===== src/hw/rtl/sal_pkg.sv =====
`timescale 1ns / 1ps
package sal_pkg;
    localparam int RATE_W = 17;
    localparam int NUM_REGS = 5;
    localparam int CFG_IDX_W = 3;

    typedef enum logic [1:0] {
        OP_UPDATE = 2'd0,
        OP_STATUS = 2'd1,
        OP_LINK   = 2'd2,
        OP_CENSUS = 2'd3
    } t_opcode;

    typedef enum logic [2:0] {
        REG_INF_UNAWARE = 3'd0,
        REG_INF_AWARE   = 3'd1,
        REG_GAIN_AWARE  = 3'd2,
        REG_LOSE_AWARE  = 3'd3,
        REG_RECOVERY    = 3'd4
    } t_reg_idx;

    typedef enum logic [3:0] {
        ST_CLEAR,
        ST_IDLE,
        ST_SELF,
        ST_NBR,
        ST_NBR_WAIT,
        ST_NBR_ACC,
        ST_DECIDE,
        ST_WRITE,
        ST_SCAN,
        ST_SCAN_END,
        ST_OUT
    } t_state;

    typedef struct packed {
        logic clear_step;
        logic load_item;
        logic self_read;
        logic nbr_read;
        logic nbr_capture;
        logic nbr_accum;
        logic decide;
        logic write_node;
        logic write_link;
        logic scan_step;
        logic census_clear;
        logic [1:0] slot;
    } t_cmd;

    typedef struct packed {
        logic clear_done;
        logic scan_done;
    } t_status;
endpackage


===== src/hw/rtl/sal_ctrl.sv =====
`timescale 1ns / 1ps
module sal_ctrl (
    input  logic i_clk,
    input  logic i_rst_n,
    input  logic i_in_valid,
    output logic o_in_ready,
    input  logic [1:0] i_opcode,
    output logic o_out_valid,
    input  logic i_out_ready,
    input  sal_pkg::t_status i_status,
    output sal_pkg::t_cmd o_cmd
);
    sal_pkg::t_state r_state, n_state;
    logic [1:0] r_op, n_op;
    logic [1:0] r_slot, n_slot;

    always_ff @(posedge i_clk) begin
        if (!i_rst_n) begin
            r_state <= sal_pkg::ST_CLEAR;
            r_op    <= '0;
            r_slot  <= '0;
        end else begin
            r_state <= n_state;
            r_op    <= n_op;
            r_slot  <= n_slot;
        end
    end

    always_comb begin
        n_state = r_state;
        n_op = r_op;
        n_slot = r_slot;
        o_cmd = '0;
        o_cmd.slot = r_slot;
        o_in_ready = 1'b0;
        o_out_valid = 1'b0;
        unique case (r_state)
            sal_pkg::ST_CLEAR: begin
                if (i_status.clear_done) begin
                    o_cmd.census_clear = 1'b1;
                    n_state = sal_pkg::ST_IDLE;
                end else begin
                    o_cmd.clear_step = 1'b1;
                end
            end
            sal_pkg::ST_IDLE: begin
                o_in_ready = 1'b1;
                if (i_in_valid) begin
                    o_cmd.load_item = 1'b1;
                    n_op = i_opcode;
                    n_slot = '0;
                    n_state = sal_pkg::ST_SELF;
                end
            end
            sal_pkg::ST_SELF: begin
                o_cmd.self_read = 1'b1;
                o_cmd.census_clear = 1'b1;
                unique case (r_op)
                    sal_pkg::OP_UPDATE: n_state = sal_pkg::ST_NBR;
                    sal_pkg::OP_STATUS: n_state = sal_pkg::ST_DECIDE;
                    sal_pkg::OP_LINK:   n_state = sal_pkg::ST_WRITE;
                    default:            n_state = sal_pkg::ST_SCAN;
                endcase
            end
            sal_pkg::ST_NBR: begin
                o_cmd.nbr_read = 1'b1;
                // virtual neighbour status of the previous slot is in now
                o_cmd.nbr_accum = (r_slot != 2'd0);
                n_state = sal_pkg::ST_NBR_WAIT;
            end
            sal_pkg::ST_NBR_WAIT: begin
                o_cmd.nbr_capture = 1'b1;
                n_slot = r_slot + 1'b1;
                n_state = (r_slot == 2'd3) ? sal_pkg::ST_NBR_ACC : sal_pkg::ST_NBR;
            end
            sal_pkg::ST_NBR_ACC: begin
                o_cmd.nbr_accum = 1'b1;
                n_state = sal_pkg::ST_DECIDE;
            end
            sal_pkg::ST_DECIDE: begin
                o_cmd.decide = 1'b1;
                n_state = sal_pkg::ST_WRITE;
            end
            sal_pkg::ST_WRITE: begin
                if (r_op == sal_pkg::OP_LINK) o_cmd.write_link = 1'b1;
                else o_cmd.write_node = 1'b1;
                n_state = sal_pkg::ST_OUT;
            end
            sal_pkg::ST_SCAN: begin
                if (i_status.scan_done) n_state = sal_pkg::ST_SCAN_END;
                else o_cmd.scan_step = 1'b1;
            end
            sal_pkg::ST_SCAN_END: begin
                n_state = sal_pkg::ST_OUT;
            end
            sal_pkg::ST_OUT: begin
                o_out_valid = 1'b1;
                if (i_out_ready) n_state = sal_pkg::ST_IDLE;
            end
            default: n_state = sal_pkg::ST_IDLE;
        endcase
    end
endmodule


===== config.mk =====
export PLATFORM = sky130hd
export DESIGN_NAME = sal_ctrl
export DESIGN_NICKNAME = d
export VERILOG_FILES = /design/src/hw/rtl/sal_pkg.sv /design/src/hw/rtl/sal_ctrl.sv
export SDC_FILE = /design/constraint.sdc
export NUM_CORES = 1
export LEC_CHECK = 0
export BUFFER_PORTS_ARGS = -buffer_cell sky130_fd_sc_hd__buf_2
export CAP_MARGIN = 20
export CORE_AREA = 2 2 45 47
export CTS_CLUSTER_DIAMETER = 150
export DETAILED_ROUTE_END_ITERATION = 10
export DIE_AREA = 0 0 47 49
export HOLD_SLACK_MARGIN = 0.05
export MAX_ROUTING_LAYER = met4
export PLACE_DENSITY_LB_ADDON = 0.2
export SLEW_MARGIN = 15
export SYNTH_ARGS = -nofsm -noshare
export SYNTH_HDL_FRONTEND = slang
export SYNTH_SLANG_ARGS = --single-unit

===== constraint.sdc =====
create_clock -name i_clk -period 1.8 [get_ports i_clk]
set_clock_uncertainty 0.2 [all_clocks]
set_input_delay 0.45 -clock i_clk [delete_from_list [all_inputs] [get_ports i_clk]]
set_output_delay 0.45 -clock i_clk [all_outputs]
set_load 0.02 [all_outputs]

# ---- Yosys cells after proc, flatten, opt, wreduce, memory -nomap -nowiden
# Cells that the tools add are included.
dict set report op_classes {
  mul 0
  reduce_logical 8
  magnitude_cmp 0
  muxes 27
  div_mod_pow 0
  addsub 1
  n_bitwise 0
  n_eq_ne 17
  n_shift 0
}
# cell n
set op_table {}
lappend op_table {{one-hot mux 4 bit (10 select lines)} 1}
lappend op_table {{equality test 4 x 3 -> 1 bit (second input constant)} 4}
lappend op_table {{2-to-1 mux 4 bit} 4}
lappend op_table {{2-to-1 mux 1 bit} 15}
lappend op_table {{equality test 4 bit (second input constant)} 3}
lappend op_table {{one-hot mux 4 bit (3 select lines)} 1}
lappend op_table {{equality test 4 x 2 -> 1 bit (second input constant)} 2}
lappend op_table {{inequality test 2 bit (second input constant)} 4}
lappend op_table {{equality test 2 bit (second input constant)} 2}
lappend op_table {{equality test 4 x 1 -> 1 bit (second input constant)} 1}
lappend op_table {{logical NOT 4 bit} 1}
lappend op_table {{2-to-1 mux 2 bit} 2}
lappend op_table {{one-hot mux 1 bit (2 select lines)} 2}
lappend op_table {{one-hot mux 2 bit (2 select lines)} 1}
lappend op_table {{AND reduction 2 bit} 2}
lappend op_table {{AND reduction 4 bit} 1}
lappend op_table {{nonzero test 2 bit} 2}
lappend op_table {{2-to-1 mux 3 bit} 1}
lappend op_table {{adder 2 x 1 -> 2 bit (second input constant)} 1}
lappend op_table {{equality test 2 x 1 -> 1 bit (second input constant)} 1}
lappend op_table {{logical NOT 2 bit} 1}
lappend op_table {{OR reduction 2 bit} 1}
dict set report word_totals {
  mem_bits_ro 0
  output_inout_bits 15
  latch_bits 0
  inputBits 8
  register_bits 8
  mem_count 0
  ramBits 0
}

# ---- Longest topological paths before layout
# Gate-level depths: netlist (run 1).
dict set report logic_depth {
  word_depth 3
  mapped_depth 6
  ltp_nobuf 6
}

# ---- Worst setup path after synthesis (run 1)
# No wires, ideal clock.
dict set report synth_path {
  path_type {reg2out}
  from {reg r_state[0]}
  to {out o_cmd[2] in the netlist's numbering}
  path_stages_with_launch 4
  path_slack_ns -0.150
  arrival_ns 1.300
  path_cell_list {dfxtp_1 > buf_4 > buf_2 > nor4_1}
}
# item line
set synth_lines {}
lappend synth_lines {{from (decl)} sal_ctrl.sv:13} ;# sal_pkg::t_state r_state, n_state;
lappend synth_lines {{from (signal assigned)} sal_ctrl.sv:19} ;# r_state <= sal_pkg::ST_CLEAR;
lappend synth_lines {{from (signal assigned)} sal_ctrl.sv:23} ;# r_state <= n_state;
lappend synth_lines {{to (decl)} sal_ctrl.sv:11} ;# output sal_pkg::t_cmd o_cmd

==> flow_metrics.py, run 1 <==
metrics = {
    "place": {
        "place_inst": 149,
        "place_area_um2": 901,
        "dp_hpwl_mm": 1.48,
        "dp_slack_ns": 0.0162,
        "numPortBuffers": 22,
        "gp_congestion": 0.792,
    },
    "drt": {
        "postRouteAntennaNets": 0,
        "routed_wl_mm": 2.29,
        "vias": 857,
        "drt_iter0_drc": 19,
        "wl_per_cell_um": 14.0,
        "first_pass_iters": 4,
        "routed_via_density": 5.23,
        "drc": 0,
    },
    "yosys": {
        "syn-instance-count": 94,
        "avgSynthCellArea_um2": 7.35,
        "synth.top_cells.by_area": "dfxtp_1 (23%), ha_1 (9.1%), nor2_1 (6.0%)",
        "synth_nets": 107,
        "yosys.area_share.simple_pct": 34.6,
        "synth_xor_area_share_pct": 0,
        "synth_top_cell_by_area": "dfxtp_1",
        "netlist_area_um2": 691,
        "synth_compound_area_share_pct": 17.4,
        "synth_cell_types": 35,
        "synth_top_family_by_area": "simple AND/OR/NAND/NOR gates",
        "netlist.area_leader.share_pct": 23.2,
        "synthAdderAreaFrac_pct": 9.06,
        "yosys_warnings": 0,
        "synth-seq-area-share_pct": 23.2,
        "ys_ff_latch": 8,
        "synth.area.mux_share_pct": 4.53,
    },
    "floorplanning": {
        "std_cell_rows": 16,
        "dieHeight_um": 49,
        "dieArea_um2": 2300,
        "start_util_pct": 37.5,
        "io_pins": 23,
        "core_um2": 1840,
        "die-width_um": 47,
    },
    "layout": {
        "layout-drive-gt1-share_pct": 65.0,
        "layout.cells.most_common_list": "buf_4 (24), buf_6 (13), buf_2 (9), nand2_1 (8), nor2_1 (6)",
        "num-fill-cells": 154,
        "design_area_um2": 1270,
        "nets": 152,
        "area_growth_syn_to_layout_pct": 84.6,
        "final_common_cell": "buf_4",
        "finish.utilization_pct": 69.2,
        "antenna_cells": 0,
        "final_cells": 164,
    },
    "worst_setup_path": {
        "cp-end-kind": "output pin",
        "crit_fanout": 7,
        "crit_type": "reg -> out",
        "arrival_ns": 1.20,
        "critPathRequiredTime_ns": 1.15,
        "start_kind": "register",
    },
    "global_route": {
        "antenna_found_initial": 0,
        "grt_pass1_vias": 791,
        "grt_overflow": 0,
        "grtUsageTotal_pct": 21.1,
        "grt_max_degree": 12,
        "grt_pass1_wl_mm": 3.44,
    },
    "timing": {
        "worst_pin_slew_ns": 0.323,
        "drv_slew": 0,
        "relSlewSlack_pct": 78.2,
        "finalSetupTns_ns": -0.230,
        "finalHoldViolCount": 0,
        "fin_ws_ns": -0.0503,
        "setup_viol_count_final": 8,
        "max_freq_mhz": 540,
        "whs_ns": 0.251,
        "rsz0062_at_grt": "yes",
        "finalCritPeriodShare_pct": 103,
        "fin_crit_ns": 1.85,
    },
    "job": {
        "maxCapViolations": 0,
    },
    "pwr": {
        "combPwrFrac_pct": 58.6,
        "p_switching_uw": 363,
        "p_per_area_nw_per_um2": 719,
        "finalPower_uw": 917,
        "sw_frac_of_total_pct": 39.6,
        "vdd_drop_max_uv": 483,
        "power_frac_seq_pct": 25.4,
        "p_int_uw": 554,
        "leakage_nw": 0.531,
        "p_clk_share_pct": 16.0,
    },
    "clock_tree": {
        "cts_max_path_buffers": 2,
        "ctsHtreeMaxLevel": 1,
        "cts_tree": "done",
        "cts_made_buffers": 3,
        "clkTransAtPathRegs_ns": 0.06,
        "clock_sinks": 8,
        "clk_latency_ns": 0.26,
        "clock-root-buffer": "clkbuf_4",
    },
    "outcome": {
        "violations": "setup timing",
        "outcome": "complete, but fails checks",
    },
    "min_path": {
        "hold_class": "in -> reg",
    },
}
==> cells in the mapped netlist <==
master and n:
nor2_1 11, inv_1 9, dfxtp_1 8, nand2_1 8, nor3_1 6, buf_2 5
ha_1 5, nand3_1 4, a21boi_0 3, nand2b_1 3, o21ai_0 3, a21oi_1 2
mux2i_1 2, nand3b_1 2, nor4_1 2, o21a_1 2, a211oi_2 1, a221oi_1 1
a31oi_1 1, and3_1 1, and3b_1 1, buf_4 1, buf_6 1, mux2_2 1
nand4_1 1, nand4b_1 1, nor3b_1 1, nor4b_1 1, nor4bb_1 1, o21ai_1 1
o21ai_2 1, o21bai_1 1, o311ai_0 1, or3_1 1, or3b_1 1
==> worst paths after layout <==
check | startpoint | to | slack (ns) | depth (start not counted)
setup / recovery | r_state[2] | o_cmd[11] | -0.05 | 5
hold / removal | i_opcode[0] | r_op[0] | 0.25 | 3
setup reg to reg | r_state[0] | r_state[0] | 0.03 | 5
hold reg to reg | r_op[1] | r_op[1] | 0.32 | 2
==> critical path, cell delays in order (launching register included) <==
cell      delay, ns
dfxtp_4        0.37
buf_6          0.14
nor2_2         0.09
nand4b_1       0.13
inv_1          0.10
buf_6          0.11
==> kinds of logic (layout without fill, tap and decap cells) <==
group                      Yosys count  after routing
muxes                                3              3
DFF                                  8              8
AOI/OAI and AO/OA                   17             17
adders and majority gates            5              5
buffers and inverters               16             59
and+or+nand+nor                     45             45
==> sequential cells by signal, indices dropped and copies added (netlist names) <==
| register | count |
|---|---|
| r_op | 2 |
| r_state | 4 |
| r_slot | 2 |
==> area by class of cell <==
class | count | area (um2) | share of cell area, %
Inverter | 9 | 33.8 | 2.65
Clock buffer | 3 | 22.5 | 1.77
Tap cell | 27 | 33.8 | 2.65
Timing Repair Buffer | 47 | 392 | 30.7
Multi-Input combinational cell | 70 | 611 | 47.9
Sequential cell | 8 | 183 | 14.3
==> layer usage <==
| metal | vias to the layer above | part of all wire (%) | GRT usage (%) |
|---|---|---|---|
| met1 | 401 | 43 | 25.5 |
| met5 | - | 0 | - |
| met3 | 4 | 5.2 | 2.59 |
| li1 | 419 | - | - |
| met2 | 33 | 51 | 33.8 |
| met4 | 0 | 1.5 | 9.72 |
==> repair_timing <==
| action | in CTS | in global routing |
|---|---|---|
| endpoints found under the setup margin | 14 | 15 |
| buffers inserted | 8 | 4 |
| hold buffers | 0 | 0 |
| pin swaps | 8 | 7 |
| resized for setup | 43 | 31 |
==> power by group through the flow <==
| stage | Sequential, mW | Clock, mW | Combinational (mW) |
|---|---|---|---|
| after floorplan | 0.205 | 0 | 0.237 |
| after global placement | 0.222 | 0 | 0.339 |
| after detailed placement | 0.224 | 0 | 0.344 |
| after CTS | 0.227 | 0.149 | 0.420 |
| after global routing | 0.237 | 0.160 | 0.572 |
| final | 0.233 | 0.147 | 0.537 |
Power figures use the tool's default switching activity.
==> run 2: changes to the inputs <==
==> constraint.sdc (replaced) <==
create_clock -name i_clk -period 1.8 [get_ports i_clk]
set_clock_uncertainty 0.2 [all_clocks]
set_input_delay 0.54 -clock i_clk [delete_from_list [all_inputs] [get_ports i_clk]]
set_output_delay 0.54 -clock i_clk [all_outputs]
set_load 0.02 [all_outputs]
==> run 2 against run 1 <==
  * The run still ends with setup timing left
  * Global-route usage increased by 3.3 points
  * Register-to-register slack improved by 0.06 ns
  * Final area increased by 5.1%
  * Critical path type unchanged
  * Largest cell class unchanged
==> flow_metrics.py, run 2 (same netlist as run 1, synthesis figures left out) <==
metrics = {
    "timing": {
        "whs_ns": 0.312,
        "relSlewSlack_pct": 76.1,
        "drv_slew": 0,
        "fin_ws_ns": -0.153,
        "setup_viol_count_final": 13,
        "finalCritPeriodShare_pct": 108,
        "worst_pin_slew_ns": 0.353,
        "fin_crit_ns": 1.95,
        "finalHoldViolCount": 0,
        "max_freq_mhz": 512,
        "finalSetupTns_ns": -1.36,
        "rsz0062_at_grt": "yes",
    },
    "drt": {
        "drt_iter0_drc": 19,
        "routed_via_density": 5.18,
        "routed_wl_mm": 2.35,
        "vias": 871,
        "drc": 0,
        "first_pass_iters": 4,
        "postRouteAntennaNets": 0,
        "wl_per_cell_um": 14.0,
    },
    "layout": {
        "largest_reg_flops": 4,
        "layout-drive-gt1-share_pct": 66.0,
        "num-fill-cells": 144,
        "seqCellArea_um2": 178,
        "layout.cells.most_common_list": "buf_4 (24), buf_6 (15), buf_2 (10), nand2_1 (7)",
        "top_regs": "r_state x4, r_op x2, r_slot x2",
        "design_area_um2": 1340,
        "registers.top_by_ff_count": "r_state",
        "antenna_cells": 0,
        "nets": 156,
        "finish.utilization_pct": 72.8,
        "area_growth_syn_to_layout_pct": 94.0,
        "final_common_cell": "buf_4",
        "multi_input_area_um2": 631,
    },
    "floorplanning": {
        "dieArea_um2": 2300,
        "dieHeight_um": 49,
        "std_cell_rows": 16,
        "die-width_um": 47,
        "io_pins": 23,
        "start_util_pct": 37.5,
        "core_um2": 1840,
    },
    "worst_setup_path": {
        "reg2regPathDepth": 5,
        "crit_fanout": 3,
        "cpPeakStageDelay_ns": 0.37,
        "cp-end-kind": "output pin",
        "crit_chain": "buf_6 > nand2b_4 > nor4_4 > buf_4",
        "cp_top_family": "flip-flops",
        "path_depth": 4,
        "crit_type": "reg -> out",
        "slowest_stage": "dfxtp_4",
        "arrival_ns": 1.21,
        "start_kind": "register",
        "path_buf_inv": 2,
        "critPathRequiredTime_ns": 1.06,
    },
    "min_path": {
        "hold_class": "reg -> reg",
        "hold_depth": 2,
    },
    "clock_tree": {
        "cts_max_path_buffers": 2,
        "cts_made_buffers": 3,
        "ctsHtreeMaxLevel": 1,
        "clock_sinks": 8,
        "cts_tree": "done",
        "clk_latency_ns": 0.27,
        "clock-root-buffer": "clkbuf_4",
        "ctsHoldBuffers": 0,
        "clkTransAtPathRegs_ns": 0.06,
    },
    "pwr": {
        "p_per_area_nw_per_um2": 708,
        "vdd_drop_max_uv": 444,
        "leakage_nw": 0.572,
    },
    "place": {
        "numPortBuffers": 22,
        "place_area_um2": 950,
        "gp_congestion": 0.762,
        "dp_slack_ns": 0.0187,
        "dp_hpwl_mm": 1.38,
    },
    "global_route": {
        "grt_max_degree": 12,
        "grt_overflow": 0,
        "grtUsageTotal_pct": 24.4,
        "grt_pass1_wl_mm": 3.97,
        "antenna_found_initial": 0,
        "grt_pass1_vias": 884,
    },
    "job": {
        "maxCapViolations": 0,
    },
    "outcome": {
        "violations": "setup timing",
        "outcome": "complete, but fails checks",
    },
}
run 2: cell types whose count changed in the layout (fill, tap and decap cells not counted), sizes merged:
cell  previous run  this run
buf             47        51
run 2: worst reg2reg max path: stages (launching register included):
cell and delay (ns):
dfxtp_4 0.38, buf_6 0.15, buf_4 0.14, or3_1 0.40, o21ai_2 0.19, mux2i_1 0.19
run 2: area by class of cell:
cell class / count / share of cell area [%]
inverter: 9 / 2.71
clock buffer: 3 / 1.68
multi-input combinational: 70 / 47.1
timing repair buffer: 51 / 32.8
sequential: 8 / 13.3
tap: 27 / 2.52
run 2: per-stage QoR:
step                      total power [mW]  cells
after detailed placement             0.586    151
after global routing                  1.00    168
final                                0.948    168
after global placement               0.584    151
after CTS                            0.917    167
after floorplan                      0.446     94
run 2: per-layer routing:
layer / track usage [%] / part of all wire [%] / vias up
li1: - / - / 422
met4: 14.4 / 2.6 / 0
met3: 2.96 / 4.5 / 7
met5: - / 0 / -
met2: 36.8 / 52 / 36
met1: 30.2 / 40 / 406
run 2: final timing paths:
path	start	to	slack (ns)
setup / recovery	r_state[0]	o_cmd[3]	-0.15
hold / removal	r_op[1]	r_op[1]	0.31
hold reg to reg	r_op[1]	r_op[1]	0.31
setup reg to reg	r_state[1]	r_state[0]	0.09
run 2: power by group:
group	switching, mW	leakage, nW	internal [mW]	total [mW]
Sequential	0.0293	0.0695	0.200	0.229
Clock	0.0733	0.0138	0.0771	0.150
Combinational	0.272	0.489	0.297	0.569
Total	0.374	0.572	0.574	0.948
run 2: repair_timing:
action                                  CTS  global route
endpoints found under the setup margin   13            15
gates resized for setup                  67             8
setup buffers                            12             1
pin swaps                                 9             4
cloned                                    1             0
==> run 3: changes to the inputs <==
Settings changed: CORE_AREA 2 2 45 47 to 2 2 43 49, CTS_BUF_LIST from default to sky130_fd_sc_hd__clkbuf_8 sky130_fd_sc_hd__clkbuf_16, DIE_AREA 0 0 47 49 to 0 0 45 51, SKIP_CTS_REPAIR_TIMING from default to 1.
==> run 3 against run 2 <==
  * The run still ends with setup timing left
  * Power down 2.7%
  * Clock power up 45%
  * Flip-flop and latch count unchanged
  * Final area down 7.5%
  * Wire length down 3.1%
  * First-iteration DRC count down 68%
  * Critical endpoint is now o_cmd[5]
  * Largest power group unchanged
==> flow_metrics.py, run 3 (same netlist as run 1, synthesis figures left out) <==
metrics = {
    "floorplanning": {
        "die-width_um": 45,
        "core_um2": 1870,
        "io_pins": 23,
        "dieHeight_um": 51,
        "start_util_pct": 36.9,
        "std_cell_rows": 17,
        "dieArea_um2": 2300,
    },
    "pwr": {
        "vdd_drop_max_uv": 515,
        "p_per_area_nw_per_um2": 744,
        "finalPower_uw": 922,
        "leakage_nw": 0.522,
    },
    "drt": {
        "routed_wl_mm": 2.28,
        "vias": 823,
        "first_pass_iters": 4,
        "postRouteAntennaNets": 0,
        "drc": 0,
        "wl_per_cell_um": 14.9,
        "routed_via_density": 5.38,
        "drt_iter0_drc": 6,
    },
    "layout": {
        "layout-drive-gt1-share_pct": 59.7,
        "num-fill-cells": 152,
        "top_regs": "r_state x4, r_op x2, r_slot x2",
        "design_area_um2": 1240,
        "final_common_cell": "buf_4",
        "layout.cells.most_common_list": "buf_4 (21), buf_2 (11), buf_6 (10), nand2_1 (8)",
        "area_growth_syn_to_layout_pct": 79.5,
        "antenna_cells": 0,
        "largest_reg_flops": 4,
        "registers.top_by_ff_count": "r_state",
        "nets": 149,
    },
    "worst_setup_path": {
        "reg2reg_to": "r_state[3]",
        "path_buf_inv": 2,
        "arrival_ns": 1.23,
        "cp-end-kind": "output pin",
        "cp_top_family": "flip-flops",
        "crit_chain": "buf_12 > nand2_1 > nor3_1 > buf_2",
        "start_kind": "register",
        "reg2reg_from": "r_state[2]",
        "crit_type": "reg -> out",
        "rrSetupSlack_ns": 0.13,
        "crit_end": "o_cmd[5]",
        "slowest_stage": "dfxtp_4",
        "path_depth": 4,
        "crit_start": "r_state[2]",
        "critPathRequiredTime_ns": 1.06,
        "reg2regPathDepth": 6,
        "cpPeakStageDelay_ns": 0.37,
        "crit_fanout": 6,
    },
    "min_path": {
        "hold_start": "r_op[0]",
        "hold_class": "reg -> reg",
    },
    "place": {
        "dp_slack_ns": 0.00678,
        "dp_hpwl_mm": 1.47,
        "place_area_um2": 920,
        "gp_congestion": 0.790,
        "numPortBuffers": 22,
    },
    "job": {
        "maxCapViolations": 0,
    },
    "timing": {
        "fin_ws_ns": -0.168,
        "finalHoldViolCount": 0,
        "relSlewSlack_pct": 77.0,
        "fin_crit_ns": 1.97,
        "setup_viol_count_final": 12,
        "drv_slew": 0,
        "worst_pin_slew_ns": 0.340,
        "rsz0062_at_grt": "yes",
        "whs_ns": 0.284,
        "finalSetupTns_ns": -0.950,
        "max_freq_mhz": 508,
        "finalCritPeriodShare_pct": 109,
    },
    "clock_tree": {
        "clkTransAtPathRegs_ns": 0.04,
        "ctsHtreeMaxLevel": 1,
        "clock-root-buffer": "clkbuf_8",
        "clock_sinks": 8,
        "cts_max_path_buffers": 2,
        "cts_tree": "done",
        "cts_made_buffers": 3,
        "clk_latency_ns": 0.23,
    },
    "global_route": {
        "grt_pass1_vias": 688,
        "grt_overflow": 0,
        "grt_pass1_wl_mm": 3.16,
        "grtUsageTotal_pct": 19.3,
        "antenna_found_initial": 0,
        "grt_max_degree": 13,
    },
    "outcome": {
        "outcome": "complete, but fails checks",
        "violations": "setup timing",
    },
}
-- run 3: changes by cell type in the layout (fill, tap and decap cells not counted), moves of 2 or more --
cell,before,now
buf_4,24,21
buf_6,15,10
clkbuf_8,0,3
nor3_1,1,3
inv_1,3,5
clkbuf_4,3,0
-- run 3: tightest hold or removal path, cell delays in order (launching register included) --
cell,delay (ns)
dfxtp_2,0.32
nand2_1,0.05
a21boi_0,0.07
-- run 3: cell type report --
class	count	area (um2)	area share, %
timing repair buffer	44	360	29.1
inverter	9	33.8	2.72
multi-input combinational	70	601	48.4
sequential	8	180	14.5
tap	19	23.8	1.92
clock buffer	3	41.3	3.33
-- run 3: layer usage --
metal  vias to the layer above  track usage, %  wire length (um)
li1                        412               -                 -
met1                       386            25.9               938
met2                        21            27.4              1210
met3                         4            5.30                86
met4                         0            7.35                41
met5                         -               -                 0
-- run 3: worst min-delay path by stage --
stage / cells past startpoint / endpoint / slack [ns]
floorplan: 2 / r_op[0] / 0.26
global placement: 2 / r_op[0] / 0.28
detailed placement: 2 / r_op[0] / 0.29
CTS: 2 / r_op[0] / 0.29
global route: 2 / r_op[0] / 0.33
finish: 2 / r_op[0] / 0.28
-- run 3: report_power, final --
group	total [mW]	switching (mW)	internal, mW
logic	0.467	0.235	0.232
clock network	0.218	0.0726	0.145
registers	0.238	0.0393	0.198
total	0.922	0.347	0.576
-- run 3: stage by stage --
step / util, % / std cells
after global routing: 66.2 / 153
after detailed placement: 49.1 / 142
after CTS: 51.3 / 145
after global placement: 49.1 / 142
final: 66.2 / 153
after floorplan: - / 94
